===== config.mk =====
export PLATFORM = sky130hd
export DESIGN_NAME = parity_checksum_frame_receiver_top
export DESIGN_NICKNAME = d
export VERILOG_FILES = /design/src/rtl/pcfr_pkg.sv /design/src/rtl/pcfr_ram.sv /design/src/rtl/pcfr_ctrl.sv /design/src/rtl/pcfr_datapath.sv /design/src/rtl/parity_checksum_frame_receiver_top.sv
export VERILOG_INCLUDE_DIRS = /design/src /design/src/rtl
export SDC_FILE = /design/constraint.sdc
export NUM_CORES = 1
export LEC_CHECK = 0
export BUFFER_PORTS_ARGS = -buffer_cell sky130_fd_sc_hd__buf_2
export CAP_MARGIN = 20
export CORE_MARGIN = 4
export CORE_UTILIZATION = 50
export CTS_CLUSTER_SIZE = 14
export DETAILED_ROUTE_END_ITERATION = 16
export PLACE_DENSITY = 0.66
export SLEW_MARGIN = 10
export SYNTH_ARGS = -nofsm -noshare
export SYNTH_HDL_FRONTEND = slang
export SYNTH_SLANG_ARGS = --single-unit
export TNS_END_PERCENT = 30

===== constraint.sdc =====
create_clock -name clk -period 8.8 [get_ports clk]
set_input_delay 0.44 -clock clk [delete_from_list [all_inputs] [get_ports clk]]
set_output_delay 0.44 -clock clk [all_outputs]
set_load 0.05 [all_outputs]

===== src/rtl/assert_macros.svh =====
// Assertion macros used by the frame receiver controller.
// Needs a clock named clk and a reset named rst in the module that uses them.
`ifndef ASSERT_MACROS_SVH
`define ASSERT_MACROS_SVH

`ifndef SYNTHESIS
`define PCFR_ASSERT(lbl, prop, msg) \
  lbl: assert property (@(posedge clk) disable iff (rst) (prop)) else $error(msg);
`define PCFR_ASSERT_ALWAYS(lbl, prop, msg) \
  lbl: assert property (@(posedge clk) (prop)) else $error(msg);
`else
`define PCFR_ASSERT(lbl, prop, msg)
`define PCFR_ASSERT_ALWAYS(lbl, prop, msg)
`endif

`endif


===== src/rtl/pcfr_pkg.sv =====
// Package of the parity and checksum frame receiver.
// Holds codes, register defaults and the types shared by controller and datapath.
package pcfr_pkg;

  localparam int MAX_FRAME_LEN_DEF = 32;

  localparam logic [1:0] PH_CODE = 2'd0;
  localparam logic [1:0] PH_LEN  = 2'd1;
  localparam logic [1:0] PH_DATA = 2'd2;

  localparam logic ACT_BYTE = 1'b0;
  localparam logic ACT_TICK = 1'b1;

  localparam logic [1:0] ST_OK      = 2'd0;
  localparam logic [1:0] ST_REJECT  = 2'd1;
  localparam logic [1:0] ST_REJ_CLR = 2'd2;
  localparam logic [1:0] ST_TIMEOUT = 2'd3;

  localparam logic [1:0] CFG_ERROR_LIMIT = 2'd0;
  localparam logic [1:0] CFG_TIMEOUT     = 2'd1;
  localparam logic [1:0] CFG_MIN_LEN     = 2'd2;
  localparam logic [1:0] CFG_MAX_LEN     = 2'd3;

  localparam logic [3:0]  ERROR_LIMIT_RST = 4'd3;
  localparam logic [19:0] TIMEOUT_RST     = 20'd100;
  localparam logic [6:0]  MIN_LEN_RST     = 7'd1;
  localparam logic [6:0]  MAX_LEN_RST     = 7'd30;

  typedef enum logic [1:0] {
    OC_NONE,
    OC_REPLAY,
    OC_SINGLE
  } outcome_t;

  typedef struct packed {
    logic take;
    logic rd_en;
    logic rd_next;
  } pcfr_cmd_t;

  typedef struct packed {
    outcome_t outcome;
    logic     last;
  } pcfr_sts_t;

endpackage


===== src/rtl/pcfr_ram.sv =====
// Generic single write port, single read port RAM with registered read data.
// Standalone; used as the frame store.
module pcfr_ram #(
  parameter int WIDTH = 8,
  parameter int DEPTH = 32
) (
  input  logic                     clk,
  input  logic                     we,
  input  logic [$clog2(DEPTH)-1:0] waddr,
  input  logic [WIDTH-1:0]         wdata,
  input  logic                     re,
  input  logic [$clog2(DEPTH)-1:0] raddr,
  output logic [WIDTH-1:0]         rdata
);

  logic [WIDTH-1:0] mem [DEPTH];

  always_ff @(posedge clk) begin
    if (we) begin
      mem[waddr] <= wdata;
    end
    if (re) begin
      rdata <= mem[raddr];
    end
  end

endmodule


===== src/rtl/pcfr_ctrl.sv =====
// Controller of the frame receiver: handshakes and replay sequencing.
// Depends on pcfr_pkg and assert_macros.svh.
`include "assert_macros.svh"
module pcfr_ctrl
  import pcfr_pkg::*;
(
  input  logic      clk,
  input  logic      rst,
  input  logic      in_valid,
  output logic      in_stall,
  output logic      out_valid,
  input  logic      out_stall,
  input  pcfr_sts_t sts,
  output pcfr_cmd_t cmd
);

  typedef enum logic [1:0] {
    S_IN,
    S_RD,
    S_OUT
  } state_t;

  state_t state;
  state_t state_next;

  always_comb begin
    state_next  = state;
    cmd.take    = 1'b0;
    cmd.rd_en   = 1'b0;
    cmd.rd_next = 1'b0;
    unique case (state)
      S_IN: begin
        if (in_valid) begin
          cmd.take = 1'b1;
          priority case (sts.outcome)
            OC_REPLAY: state_next = S_RD;
            OC_SINGLE: state_next = S_OUT;
            default:   state_next = S_IN;
          endcase
        end
      end
      S_RD: begin
        cmd.rd_en  = 1'b1;
        state_next = S_OUT;
      end
      S_OUT: begin
        if (!out_stall) begin
          if (sts.last) begin
            state_next = S_IN;
          end else begin
            cmd.rd_next = 1'b1;
            state_next  = S_RD;
          end
        end
      end
      default: state_next = S_IN;
    endcase
  end

  always_ff @(posedge clk) begin
    if (rst) begin
      state     <= S_IN;
      in_stall  <= 1'b0;
      out_valid <= 1'b0;
    end else begin
      state     <= state_next;
      in_stall  <= (state_next != S_IN);
      out_valid <= (state_next == S_OUT);
    end
  end

  `PCFR_ASSERT(a_out_blocks_in, out_valid |-> in_stall, "Input taken while a word is shown")
  `PCFR_ASSERT(a_single_result,
    (in_valid && !in_stall && sts.outcome == OC_SINGLE) |=> (out_valid && sts.last),
    "Reject or timeout word not shown after its input")
  `PCFR_ASSERT(a_replay_continues,
    (out_valid && !out_stall && !sts.last) |=> (!out_valid && in_stall),
    "Replay did not continue with a store read")

endmodule


===== src/rtl/pcfr_datapath.sv =====
// Datapath of the frame receiver: frame checks, counters, registers and frame store.
// Depends on pcfr_pkg and pcfr_ram.
module pcfr_datapath
  import pcfr_pkg::*;
#(
  parameter int MAX_FRAME_LEN = MAX_FRAME_LEN_DEF
) (
  input  logic        clk,
  input  logic        rst,
  input  logic        cfg_we,
  input  logic [1:0]  cfg_index,
  input  logic [19:0] cfg_wdata,
  input  logic        action,
  input  logic [7:0]  rx_byte,
  input  pcfr_cmd_t   cmd,
  output pcfr_sts_t   sts,
  output logic [7:0]  out_byte,
  output logic [1:0]  status
);

  localparam int AW = $clog2(MAX_FRAME_LEN);
  localparam int CW = $clog2(MAX_FRAME_LEN + 1);
  localparam logic [7:0] MAX_LEN8 = 8'(MAX_FRAME_LEN);

  logic [3:0]  error_limit;
  logic [19:0] timeout_ticks;
  logic [6:0]  min_length_field;
  logic [6:0]  max_length_field;

  logic [1:0]  phase, phase_next;
  logic [7:0]  bytes_received, bytes_received_next;
  logic [6:0]  expected_length, expected_length_next;
  logic [7:0]  running_sum, running_sum_next;
  logic        header_ok, header_ok_next;
  logic [3:0]  rejects_counted, rejects_counted_next;
  logic [19:0] wait_timer, wait_timer_next;

  logic [CW-1:0] rd_cnt;
  logic [CW-1:0] replay_len, replay_len_next;
  logic          use_ram;
  logic          last;

  outcome_t    outcome;
  logic [1:0]  res_status;
  logic        wr_en;
  logic [AW-1:0] wr_addr;
  logic [7:0]  br_inc;
  logic [19:0] timer_inc;
  logic [19:0] timer_lim;
  logic [6:0]  len_field;
  logic        finish;
  logic        fin_good;
  logic        rd_last;
  logic [7:0]  ram_q;

  assign br_inc    = (bytes_received == 8'hFF) ? bytes_received : bytes_received + 8'd1;
  assign timer_inc = wait_timer + 20'd1;
  assign timer_lim = (timeout_ticks == 20'd0) ? 20'd1 : timeout_ticks;
  assign len_field = rx_byte[6:0];
  assign rd_last   = ((rd_cnt + CW'(1)) == replay_len);

  always_comb begin
    phase_next           = phase;
    bytes_received_next  = bytes_received;
    expected_length_next = expected_length;
    running_sum_next     = running_sum;
    header_ok_next       = header_ok;
    rejects_counted_next = rejects_counted;
    wait_timer_next      = wait_timer;
    replay_len_next      = replay_len;
    outcome              = OC_NONE;
    res_status           = ST_OK;
    wr_en                = 1'b0;
    wr_addr              = bytes_received[AW-1:0];
    finish               = 1'b0;
    fin_good             = 1'b0;

    if (action == ACT_TICK) begin
      if (phase == PH_LEN || phase == PH_DATA) begin
        wait_timer_next = timer_inc;
        if (timer_inc >= timer_lim) begin
          phase_next           = PH_CODE;
          bytes_received_next  = 8'd0;
          expected_length_next = 7'd0;
          running_sum_next     = 8'd0;
          header_ok_next       = 1'b0;
          wait_timer_next      = 20'd0;
          rejects_counted_next = 4'd0;
          outcome              = OC_SINGLE;
          res_status           = ST_TIMEOUT;
        end
      end
    end else begin
      priority case (phase)
        PH_LEN: begin
          wr_en                = (bytes_received < MAX_LEN8);
          bytes_received_next  = br_inc;
          expected_length_next = len_field;
          if ((^len_field) != rx_byte[7] || len_field < min_length_field ||
              len_field > max_length_field || ({1'b0, len_field} + 8'd2) > MAX_LEN8) begin
            header_ok_next = 1'b0;
          end
          running_sum_next = running_sum + {1'b0, len_field};
          if (len_field == 7'd0) begin
            finish = 1'b1;
          end else begin
            phase_next = PH_DATA;
          end
        end
        PH_DATA: begin
          wr_en               = (bytes_received < MAX_LEN8);
          bytes_received_next = br_inc;
          if (br_inc >= ({1'b0, expected_length} + 8'd2)) begin
            finish   = 1'b1;
            fin_good = header_ok && (rx_byte == running_sum);
          end else begin
            running_sum_next = running_sum + rx_byte;
          end
        end
        default: begin
          wr_en                = 1'b1;
          wr_addr              = '0;
          bytes_received_next  = 8'd1;
          expected_length_next = 7'd0;
          running_sum_next     = {2'b00, rx_byte[5:0]};
          header_ok_next       = rx_byte[7] && ((^rx_byte[5:0]) == rx_byte[6]);
          wait_timer_next      = 20'd0;
          phase_next           = PH_LEN;
        end
      endcase

      if (finish) begin
        if (fin_good && br_inc <= MAX_LEN8) begin
          outcome         = OC_REPLAY;
          replay_len_next = br_inc[CW-1:0];
        end else begin
          outcome = OC_SINGLE;
          if (rejects_counted >= error_limit) begin
            rejects_counted_next = 4'd0;
            res_status           = ST_REJ_CLR;
          end else begin
            rejects_counted_next = rejects_counted + 4'd1;
            res_status           = ST_REJECT;
          end
        end
        phase_next           = PH_CODE;
        bytes_received_next  = 8'd0;
        expected_length_next = 7'd0;
        running_sum_next     = 8'd0;
        header_ok_next       = 1'b0;
        wait_timer_next      = 20'd0;
      end
    end
  end

  always_ff @(posedge clk) begin
    if (rst) begin
      error_limit      <= ERROR_LIMIT_RST;
      timeout_ticks    <= TIMEOUT_RST;
      min_length_field <= MIN_LEN_RST;
      max_length_field <= MAX_LEN_RST;
      phase            <= PH_CODE;
      bytes_received   <= 8'd0;
      expected_length  <= 7'd0;
      running_sum      <= 8'd0;
      header_ok        <= 1'b0;
      rejects_counted  <= 4'd0;
      wait_timer       <= 20'd0;
      last             <= 1'b0;
    end else begin
      if (cfg_we) begin
        unique case (cfg_index)
          CFG_ERROR_LIMIT: error_limit      <= cfg_wdata[3:0];
          CFG_TIMEOUT:     timeout_ticks    <= cfg_wdata;
          CFG_MIN_LEN:     min_length_field <= cfg_wdata[6:0];
          CFG_MAX_LEN:     max_length_field <= cfg_wdata[6:0];
        endcase
      end
      if (cmd.take) begin
        phase           <= phase_next;
        bytes_received  <= bytes_received_next;
        expected_length <= expected_length_next;
        running_sum     <= running_sum_next;
        header_ok       <= header_ok_next;
        rejects_counted <= rejects_counted_next;
        wait_timer      <= wait_timer_next;
        if (outcome == OC_SINGLE) begin
          last <= 1'b1;
        end
      end
      if (cmd.rd_en) begin
        last <= rd_last;
      end
    end
  end

  always_ff @(posedge clk) begin
    if (cmd.take && outcome == OC_SINGLE) begin
      use_ram <= 1'b0;
      status  <= res_status;
    end else if (cmd.take && outcome == OC_REPLAY) begin
      use_ram    <= 1'b1;
      status     <= ST_OK;
      rd_cnt     <= '0;
      replay_len <= replay_len_next;
    end else if (cmd.rd_next) begin
      rd_cnt <= rd_cnt + CW'(1);
    end
  end

  pcfr_ram #(
    .WIDTH(8),
    .DEPTH(MAX_FRAME_LEN)
  ) u_store (
    .clk  (clk),
    .we   (cmd.take && action == ACT_BYTE && wr_en),
    .waddr(wr_addr),
    .wdata(rx_byte),
    .re   (cmd.rd_en),
    .raddr(rd_cnt[AW-1:0]),
    .rdata(ram_q)
  );

  assign out_byte    = use_ram ? ram_q : 8'd0;
  assign sts.outcome = outcome;
  assign sts.last    = last;

endmodule


===== src/rtl/parity_checksum_frame_receiver_top.sv =====
// A word that completes no frame is taken without raising in_stall; a reject or timeout
// word is shown the cycle after its input, and a good frame is replayed word by word
// (frame store read, then output word), beginning with a store read after the input.
// Throughput: one input word per cycle between frames; the controller alternates a store
// read and an output word, which sets the replay pace. Synchronous active-high reset
// clears the control state and loads the register defaults; the frame store is not cleared.
module parity_checksum_frame_receiver_top
  import pcfr_pkg::*;
#(
  parameter int MAX_FRAME_LEN = MAX_FRAME_LEN_DEF
) (
  input  logic        clk,
  input  logic        rst,
  input  logic        cfg_we,
  input  logic [1:0]  cfg_index,
  input  logic [19:0] cfg_wdata,
  input  logic        in_valid,
  output logic        in_stall,
  input  logic        action,
  input  logic [7:0]  rx_byte,
  output logic        out_valid,
  input  logic        out_stall,
  output logic [7:0]  out_byte,
  output logic [1:0]  status,
  output logic        last
);

  pcfr_cmd_t cmd;
  pcfr_sts_t sts;

  pcfr_ctrl u_ctrl (
    .clk      (clk),
    .rst      (rst),
    .in_valid (in_valid),
    .in_stall (in_stall),
    .out_valid(out_valid),
    .out_stall(out_stall),
    .sts      (sts),
    .cmd      (cmd)
  );

  pcfr_datapath #(
    .MAX_FRAME_LEN(MAX_FRAME_LEN)
  ) u_dp (
    .clk      (clk),
    .rst      (rst),
    .cfg_we   (cfg_we),
    .cfg_index(cfg_index),
    .cfg_wdata(cfg_wdata),
    .action   (action),
    .rx_byte  (rx_byte),
    .cmd      (cmd),
    .sts      (sts),
    .out_byte (out_byte),
    .status   (status)
  );

  assign last = sts.last;

endmodule

# Yosys cells after proc, flatten, opt, wreduce, memory -nomap -nowiden
# Memory sizes are Yosys's and may differ from the RTL's. A register that Yosys moved wholly into a read port is not among the register bits.
# Cells that the tools add are included.
[word_totals]
ff_bits = 108
ramBits = 256
in_bits = 36
out_inout_bits = 13
wordCells = 180
memories = 1
[mem_list]
columns = ["name", "words", "word_bits", "rd", "rd_ports_with_merged_regs", "wr", "line_no", "text"]
rows = [
  ["u_dp.u_store.mem", 32, 8, 1, 1, 1, "pcfr_ram.sv:16", "logic [WIDTH-1:0] mem [DEPTH];"],
]
[classes]
add_sub_neg = 8
order_cmp = 8
eq_ne = 23
mux = 81
bitwise_logic = 2
n_reduce_logical = 38
[ops]
columns = ["operator", "n"]
rows = [
  ["20-bit 2-to-1 mux", 6],
  ["8-bit 2-to-1 mux", 10],
  ["2-bit 2-to-1 mux", 20],
  ["7-bit 2-to-1 mux", 4],
  ["1-bit 2-to-1 mux", 25],
  ["4-bit 2-to-1 mux", 6],
  ["20-bit by 1-bit adder with 20-bit output (second input constant)", 1],
  ["20-bit greater-or-equal comparator", 1],
  ["20-bit zero test", 1],
  ["5-bit AND reduction", 4],
  ["7-bit by 2-bit adder with 8-bit output (second input constant)", 2],
  ["8-bit one-hot mux with 2 select lines", 1],
  ["7-bit one-hot mux with 2 select lines", 1],
  ["2-bit == test (second input constant)", 6],
  ["4-bit inequality test (second input constant)", 3],
  ["2-bit AND reduction", 6],
  ["2-bit nonzero test", 6],
  ["5-bit 2-to-1 mux", 2],
  ["8-bit by 1-bit adder with 8-bit output (second input constant)", 1],
  ["8-bit by 7-bit adder with 8-bit output", 1],
  ["8-bit adder", 1],
  ["2-bit by 1-bit == test with 1-bit output (second input constant)", 4],
  ["8-bit == test", 1],
  ["8-bit == test (second input constant)", 1],
  ["30 further kinds", 46],
]

# Logic depth before layout (Yosys ltp)
[logic_depth]
depth_word = 15
ltp_mapped = 17
mapped_depth_nobuf = 14

# Cells and area by module
# From an unflattened synthesis, not the netlist that was laid out.
[hier_totals]
hier_cells = 1238
area_unflattened_um2 = 17150.2
[modules_own_cells]
columns = ["module", "instances", "cells_per_inst", "area_per_inst_um2"]
rows = [
  ["pcfr_ram", 1, 417, 10133.5],
  ["pcfr_datapath", 1, 804, 6842.8],
  ["pcfr_ctrl", 1, 17, 173.9],
]

# Worst setup path after synthesis
# Ideal clock, no wire load.
[synth_timing]
kind = "reg2reg"
start = "reg u_dp.wait_timer[0]"
end = "reg u_dp.status[0] (enable)"
t_arrival_ps = 3482
t_required_ps = 8435
path_slack_ps = 4953
path_stages_with_launch = 13
synth_period_minus_slack_ps = 3847
path_cell_list = "dfxtp_1 nand3_1 nor4_1 nor3b_2 nand3_1 xnor2_1 ha_1 nand4_1 nor4_1 inv_1 o2111a_1 buf_2 a2111oi_2"
[synth_via]
elab_chain_len = 8
elab_cells_between_ends = 10
cone_classes = "add/sub (1); order compare (1); eq/ne (2); mux (3); reduce/logical (3)"
[synth_rtl]
columns = ["element", "line_no", "text"]
rows = [
  ["start: declaration", "pcfr_datapath.sv:36", "logic [19:0] wait_timer, wait_timer_next;"],
  ["start signal: assignment", "pcfr_datapath.sv:186", "wait_timer <= wait_timer_next;"],
  ["20-bit by 1-bit adder with 20-bit output *", "pcfr_datapath.sv:57", "assign timer_inc = wait_timer + 20'd1;"],
  ["20-bit greater-or-equal comparator *", "pcfr_datapath.sv:81", "if (timer_inc >= timer_lim) begin"],
  ["2-bit 2-to-1 mux *", "pcfr_datapath.sv:81", ""],
  ["2-bit 2-to-1 mux *", "pcfr_datapath.sv:79", "if (phase == PH_LEN || phase == PH_DATA) begin"],
  ["2-bit 2-to-1 mux *", "pcfr_datapath.sv:78", "if (action == ACT_TICK) begin"],
  ["2-bit by 1-bit == test with 1-bit output / 2-bit == test (equally long branches)", "pcfr_datapath.sv:201, pcfr_datapath.sv:198", ""],
  ["1-bit logical AND (on tied branches)", "pcfr_datapath.sv:201, pcfr_datapath.sv:198", ""],
  ["2-bit nonzero test (no line) *", "--", ""],
  ["end signal: assignment", "pcfr_datapath.sv:200", "status <= res_status;"],
  ["end: declaration", "pcfr_datapath.sv:18", "output logic [1:0] status"],
]
# Mark *: on every way between the ends. The rest lies on a longest branch, timed or not.
# A chain may end at the register's enable or synchronous reset.

# Worst setup path in the final report
[layout_timing]
start = "reg u_dp.wait_timer[0]"
end = "reg u_dp.phase[0]"
[layout_via]
elab_chain_len = 4
[layout_rtl]
columns = ["element", "line_no", "text"]
rows = [
  ["20-bit by 1-bit adder with 20-bit output", "pcfr_datapath.sv:57", ""],
  ["20-bit greater-or-equal comparator", "pcfr_datapath.sv:81", ""],
  ["2-bit by 1-bit inequality test with 1-bit output (no line)", "--", ""],
  ["5-bit AND reduction (no line)", "--", ""],
  ["end signal: assignment", "pcfr_datapath.sv:180", "phase <= phase_next;"],
  ["end: declaration", "pcfr_datapath.sv:30", "logic [1:0] phase, phase_next;"],
]
# Every way passes these cells.

==> metrics.md <==
| Metric | Value |
|---|---|
| CORE AREA | `33,450 sq um` |
| PortBufs | `48` |
| Net Sw Power | `0.7701 mW` |
| Dominant synthesized flop cell | `edfxtp_1` |
| Top Family by Delay on Critical Path | `simple AND/OR/NAND/NOR gates` |
| Top Ports | `49` |
| Status | `finished clean` |
| Synth top area cells | `edfxtp_1 (49%), dfxtp_1 (11%), mux4_2 (11%)` |
| First-pass GRT wire length | `58,440 microns` |
| Post-CTS Resized | `0` |
| XOR/XNOR Fraction of Synth Area | `2.377%` |
| Clock Skew | `0.02125 ns` |
| Fmax | `195.0 MHz` |
| Combinational group share of total power | `4.1%` |
| Final setup viols | `0` |
| Post-CTS setup buffers | `0` |
| Worst Path Buf+Inv | `1` |
| Max incr delay on CP | `0.77 ns` |
| Hold Vio Cnt, Final | `0` |
| Worst setup EP type | `flip-flop` |
| Layout cells sized above 1 | `17.00%` |
| Starting DRT DRC Count | `860` |
| Synth Area in Compound Gates | `6.754%` |
| Hold buffers post-CTS | `0` |
| Synthesis warning total | `0` |
| Crit path cell chain | `nand3_1 > nor4_1 > nor3b_2 > nand3_1 > xnor2_1 > ha_1 > nand4_1 > nor4_1 > inv_1 > o2111a_1 > a211oi_2 > o21ai_0 > mux2_2` |
| Levels on crit path | `13` |
| Post-synthesis adder-cell area fraction | `4.990%` |
| Die width | `192.1 microns` |
| Final nets | `1,414` |
| Sequential element share of the synthesized area | `60.35%` |
| Total Wirelength | `37,390 microns` |
| Leakage power | `6.581 nW` |
| Critical path class | `reg -> reg` |
| CTS Buf Count | `39` |
| Reg-to-reg endpoint | `u_dp.phase[0]` |
| Total congestion overflow | `0` |
| Post-Syn Area | `16,950 sq um` |
| Hold crit path type | `in -> reg` |
| Tcrit/Tclk final | `58.29%` |
| Total GRT Usage | `20.49%` |
| Yosys cell types | `68` |
| Clock Power Share | `43.7%` |
| Initial antenna violation count | `1` |
| Syn Nets | `1,364` |
| DRC violations left | `0` |
| Setup_tns | `0 ns` |
| Worst-Skew Late Latency | `0.53 ns` |
| Util after Layout | `56.49%` |
| CTS clock-pin slew for the worst setup and hold paths | `0.06 ns` |
| Row count | `67` |
| Largest family of logic cells by synthesized area | `multiplexers` |
| Synth top area share | `49.25%` |
| Async SR Flop Fraction | `0%` |
| Most common library cells after synthesis | `edfxtp_1 (278), nand2_1 (103), nor2_1 (97), dfxtp_1 (94), a21oi_1 (83)` |
| Worst slew pin tran | `0.9945 ns` |
| # clock sinks | `372` |
| Total power | `3.639 mW` |
| Mean Syn Cell Area | `13.44 sq um` |
| GPL Wtd Cong | `0.8239` |
| Antenna-violating nets left | `0` |
| Simple-gate portion of the synthesized area | `10.85%` |
| Fillers | `2,721` |
| Initial Util | `50.68%` |
| Critical Path RT | `9.21 ns` |
| CTS max path bufs | `3` |
| Mux cell area share after synthesis | `12.14%` |
| Data arrival, critical path | `5.54 ns` |
| DRT Pass-1 Iters | `5` |
| Minimum clock period | `5.129 ns` |
| R2R Setup Slk | `3.67 ns` |
| Worst setup endpoint | `u_dp.phase[0]` |
| Rel. slew slack | `33.70%` |
| RSZ-0062 raised after global routing | `no` |
| ANT cells | `0` |
| #FFs+latches synth | `372` |
| Worst Reg-to-Reg Cells | `13` |
| VDD IR-drop max | `0.1503 mV` |
| Flop pwr share | `52.2%` |
| Post-Synthesis Cells | `1,261` |
| Vias/cell | `5.798` |
| Via Count | `10.37k` |
| Die Y | `192.1 microns` |
| Die Area | `36,910 sq um` |
| Worst setup SP type | `flip-flop` |
| Hold Slack | `0.1516 ns` |
| CTS tree | `built` |
| Slowest-stage cell, CP | `a211oi_2` |
| WL per Instance | `20.90 microns` |
| PwrDens | `192.6 nW/um^2` |
| Root cell of the clock tree | `clkbuf_16` |
| FF/Latch Area | `10,230 sq um` |
| Critical Path Start | `u_dp.wait_timer[0]` |
| Largest net degree at the start of global routing | `72` |
| Area of the multi-input gates | `6295 sq um` |
| Max-cap violations | `0` |
| Power Internal | `2.869 mW` |
| Post-DP HPWL | `24,220 microns` |
| EDFF count, synth | `278` |
| CTS H-tree depth | `2` |
| Sw Ratio | `21.16%` |
| Crit path max fanout | `16` |
| Worst R2R Start | `u_dp.wait_timer[0]` |
| Cell with the most instances after synthesis | `edfxtp_1` |
| Vias in the first global route | `10.42k` |
| Final Max Tran Viols | `0` |
| Area Overhead vs Synth | `11.47%` |
| Area leader, netlist | `edfxtp_1` |
[kinds of logic (layout without fill, tap and decap cells)]
group / count (synthesis) / in the layout
muxes: 104 / 104
buffers and inverters: 112 / 192
DFF: 372 / 372
AOI/OAI and AO/OA: 182 / 182
and+or+nand+nor: 378 / 378
adders and majority gates: 67 / 67
xor gates and xnor gates: 46 / 46
[stage by stage]
stage	std cells	worst slack (ns)	area, sq um
6_report	1789	3.671	18890
5_1_grt	1789	3.342	18890
4_1_cts	1788	3.777	18890
3_5_place_dp	1717	3.791	17650
3_3_place_gp	1717	4.032	17650
2_1_floorplan	1261	4.953	16950
[per-layer routing]
layer | vias to the layer above | track usage [%] | share of wire [%]
met1 | 5152 | 27.47 | 43
met5 | - | 0 | 0
met3 | 63 | 3.272 | 5.6
li1 | 4871 | - | -
met2 | 286 | 34.99 | 49
met4 | 0 | 5.623 | 2.3
[final cells by class]
type                    instances  area share, %
clock buffers                  53          5.768
clock inverters                18         0.7880
inverters                      58          1.152
multi-input cells             777          33.32
flip-flops and latches        372          54.14
well taps                     448          2.967
repair buffers                 63          1.867
[worst register-to-register path, stage by stage (launching register included)]
cell and delay (ns):
dfxtp_1 0.40, nand3_1 0.22, nor4_1 0.74, nor3b_2 0.45
nand3_1 0.15, xnor2_1 0.18, ha_1 0.31, nand4_1 0.17
nor4_1 0.44, inv_1 0.11, o2111a_1 0.42, a211oi_2 0.77
o21ai_0 0.30, mux2_2 0.34
[how the worst min path moves through the flow]
stage,to,cells past startpoint,start
2_1_floorplan,u_dp.header_ok,2,u_dp.header_ok
3_3_place_gp,u_dp.min_length_field[0],2,u_dp.min_length_field[0]
3_5_place_dp,u_dp.timeout_ticks[0],2,u_dp.timeout_ticks[0]
4_1_cts,u_dp.timeout_ticks[9],3,cfg_wdata[9]
5_1_grt,u_dp.timeout_ticks[8],3,cfg_wdata[8]
6_report,u_dp.timeout_ticks[9],3,cfg_wdata[9]
[power by group through the flow]
stage          Combinational [mW]  Clock (mW)  Sequential (mW)
4_1_cts                     0.150        1.62             1.90
6_report                    0.150        1.59             1.90
3_5_place_dp                0.149           0             1.94
2_1_floorplan              0.0880           0             1.93
5_1_grt                     0.167        1.70             1.90
3_3_place_gp                0.145           0             1.94
[flip-flops by register name, indices dropped and copies added (netlist names), 4 cells and up]
register	count
u_dp.u_store.mem	256
u_dp.timeout_ticks	20
u_dp.wait_timer	20
u_dp.bytes_received	8
u_dp.running_sum	8
u_dp.u_store.rdata	8
u_dp.expected_length	7
u_dp.max_length_field	7
u_dp.min_length_field	7
u_dp.rd_cnt	6
u_dp.replay_len	6
u_dp.error_limit	4
u_dp.rejects_counted	4
[placed cells by master, fill, tap and decap left out, types with 3 or more instances in the layout]
cell | synthesis | layout
a211oi_1 | 3 | 3
a21o_1 | 6 | 6
a21oi_1 | 83 | 83
a31o_2 | 8 | 8
a31oi_1 | 7 | 7
and2_1 | 16 | 16
and3_1 | 12 | 12
and4_1 | 5 | 5
buf_2 | 8 | 48
buf_4 | 0 | 15
clkbuf_1 | 41 | 9
clkbuf_16 | 0 | 40
clkbuf_8 | 0 | 4
clkinv_1 | 0 | 7
clkinv_2 | 0 | 6
dfxtp_1 | 94 | 94
edfxtp_1 | 278 | 278
ha_1 | 66 | 66
inv_1 | 58 | 58
mux2_2 | 12 | 12
mux2i_1 | 12 | 12
mux4_2 | 80 | 80
nand2_1 | 103 | 103
nand2b_1 | 11 | 11
nand3_1 | 52 | 52
nand3b_1 | 11 | 11
nand4_1 | 11 | 11
nor2_1 | 97 | 97
nor2b_1 | 12 | 12
nor3_1 | 18 | 18
nor3b_1 | 3 | 3
nor4_1 | 11 | 11
o211ai_1 | 10 | 10
o21a_1 | 7 | 7
o21ai_0 | 26 | 26
xnor2_1 | 26 | 26
xor2_1 | 20 | 20
No activity file was read; power rests on OpenSTA's default activity.
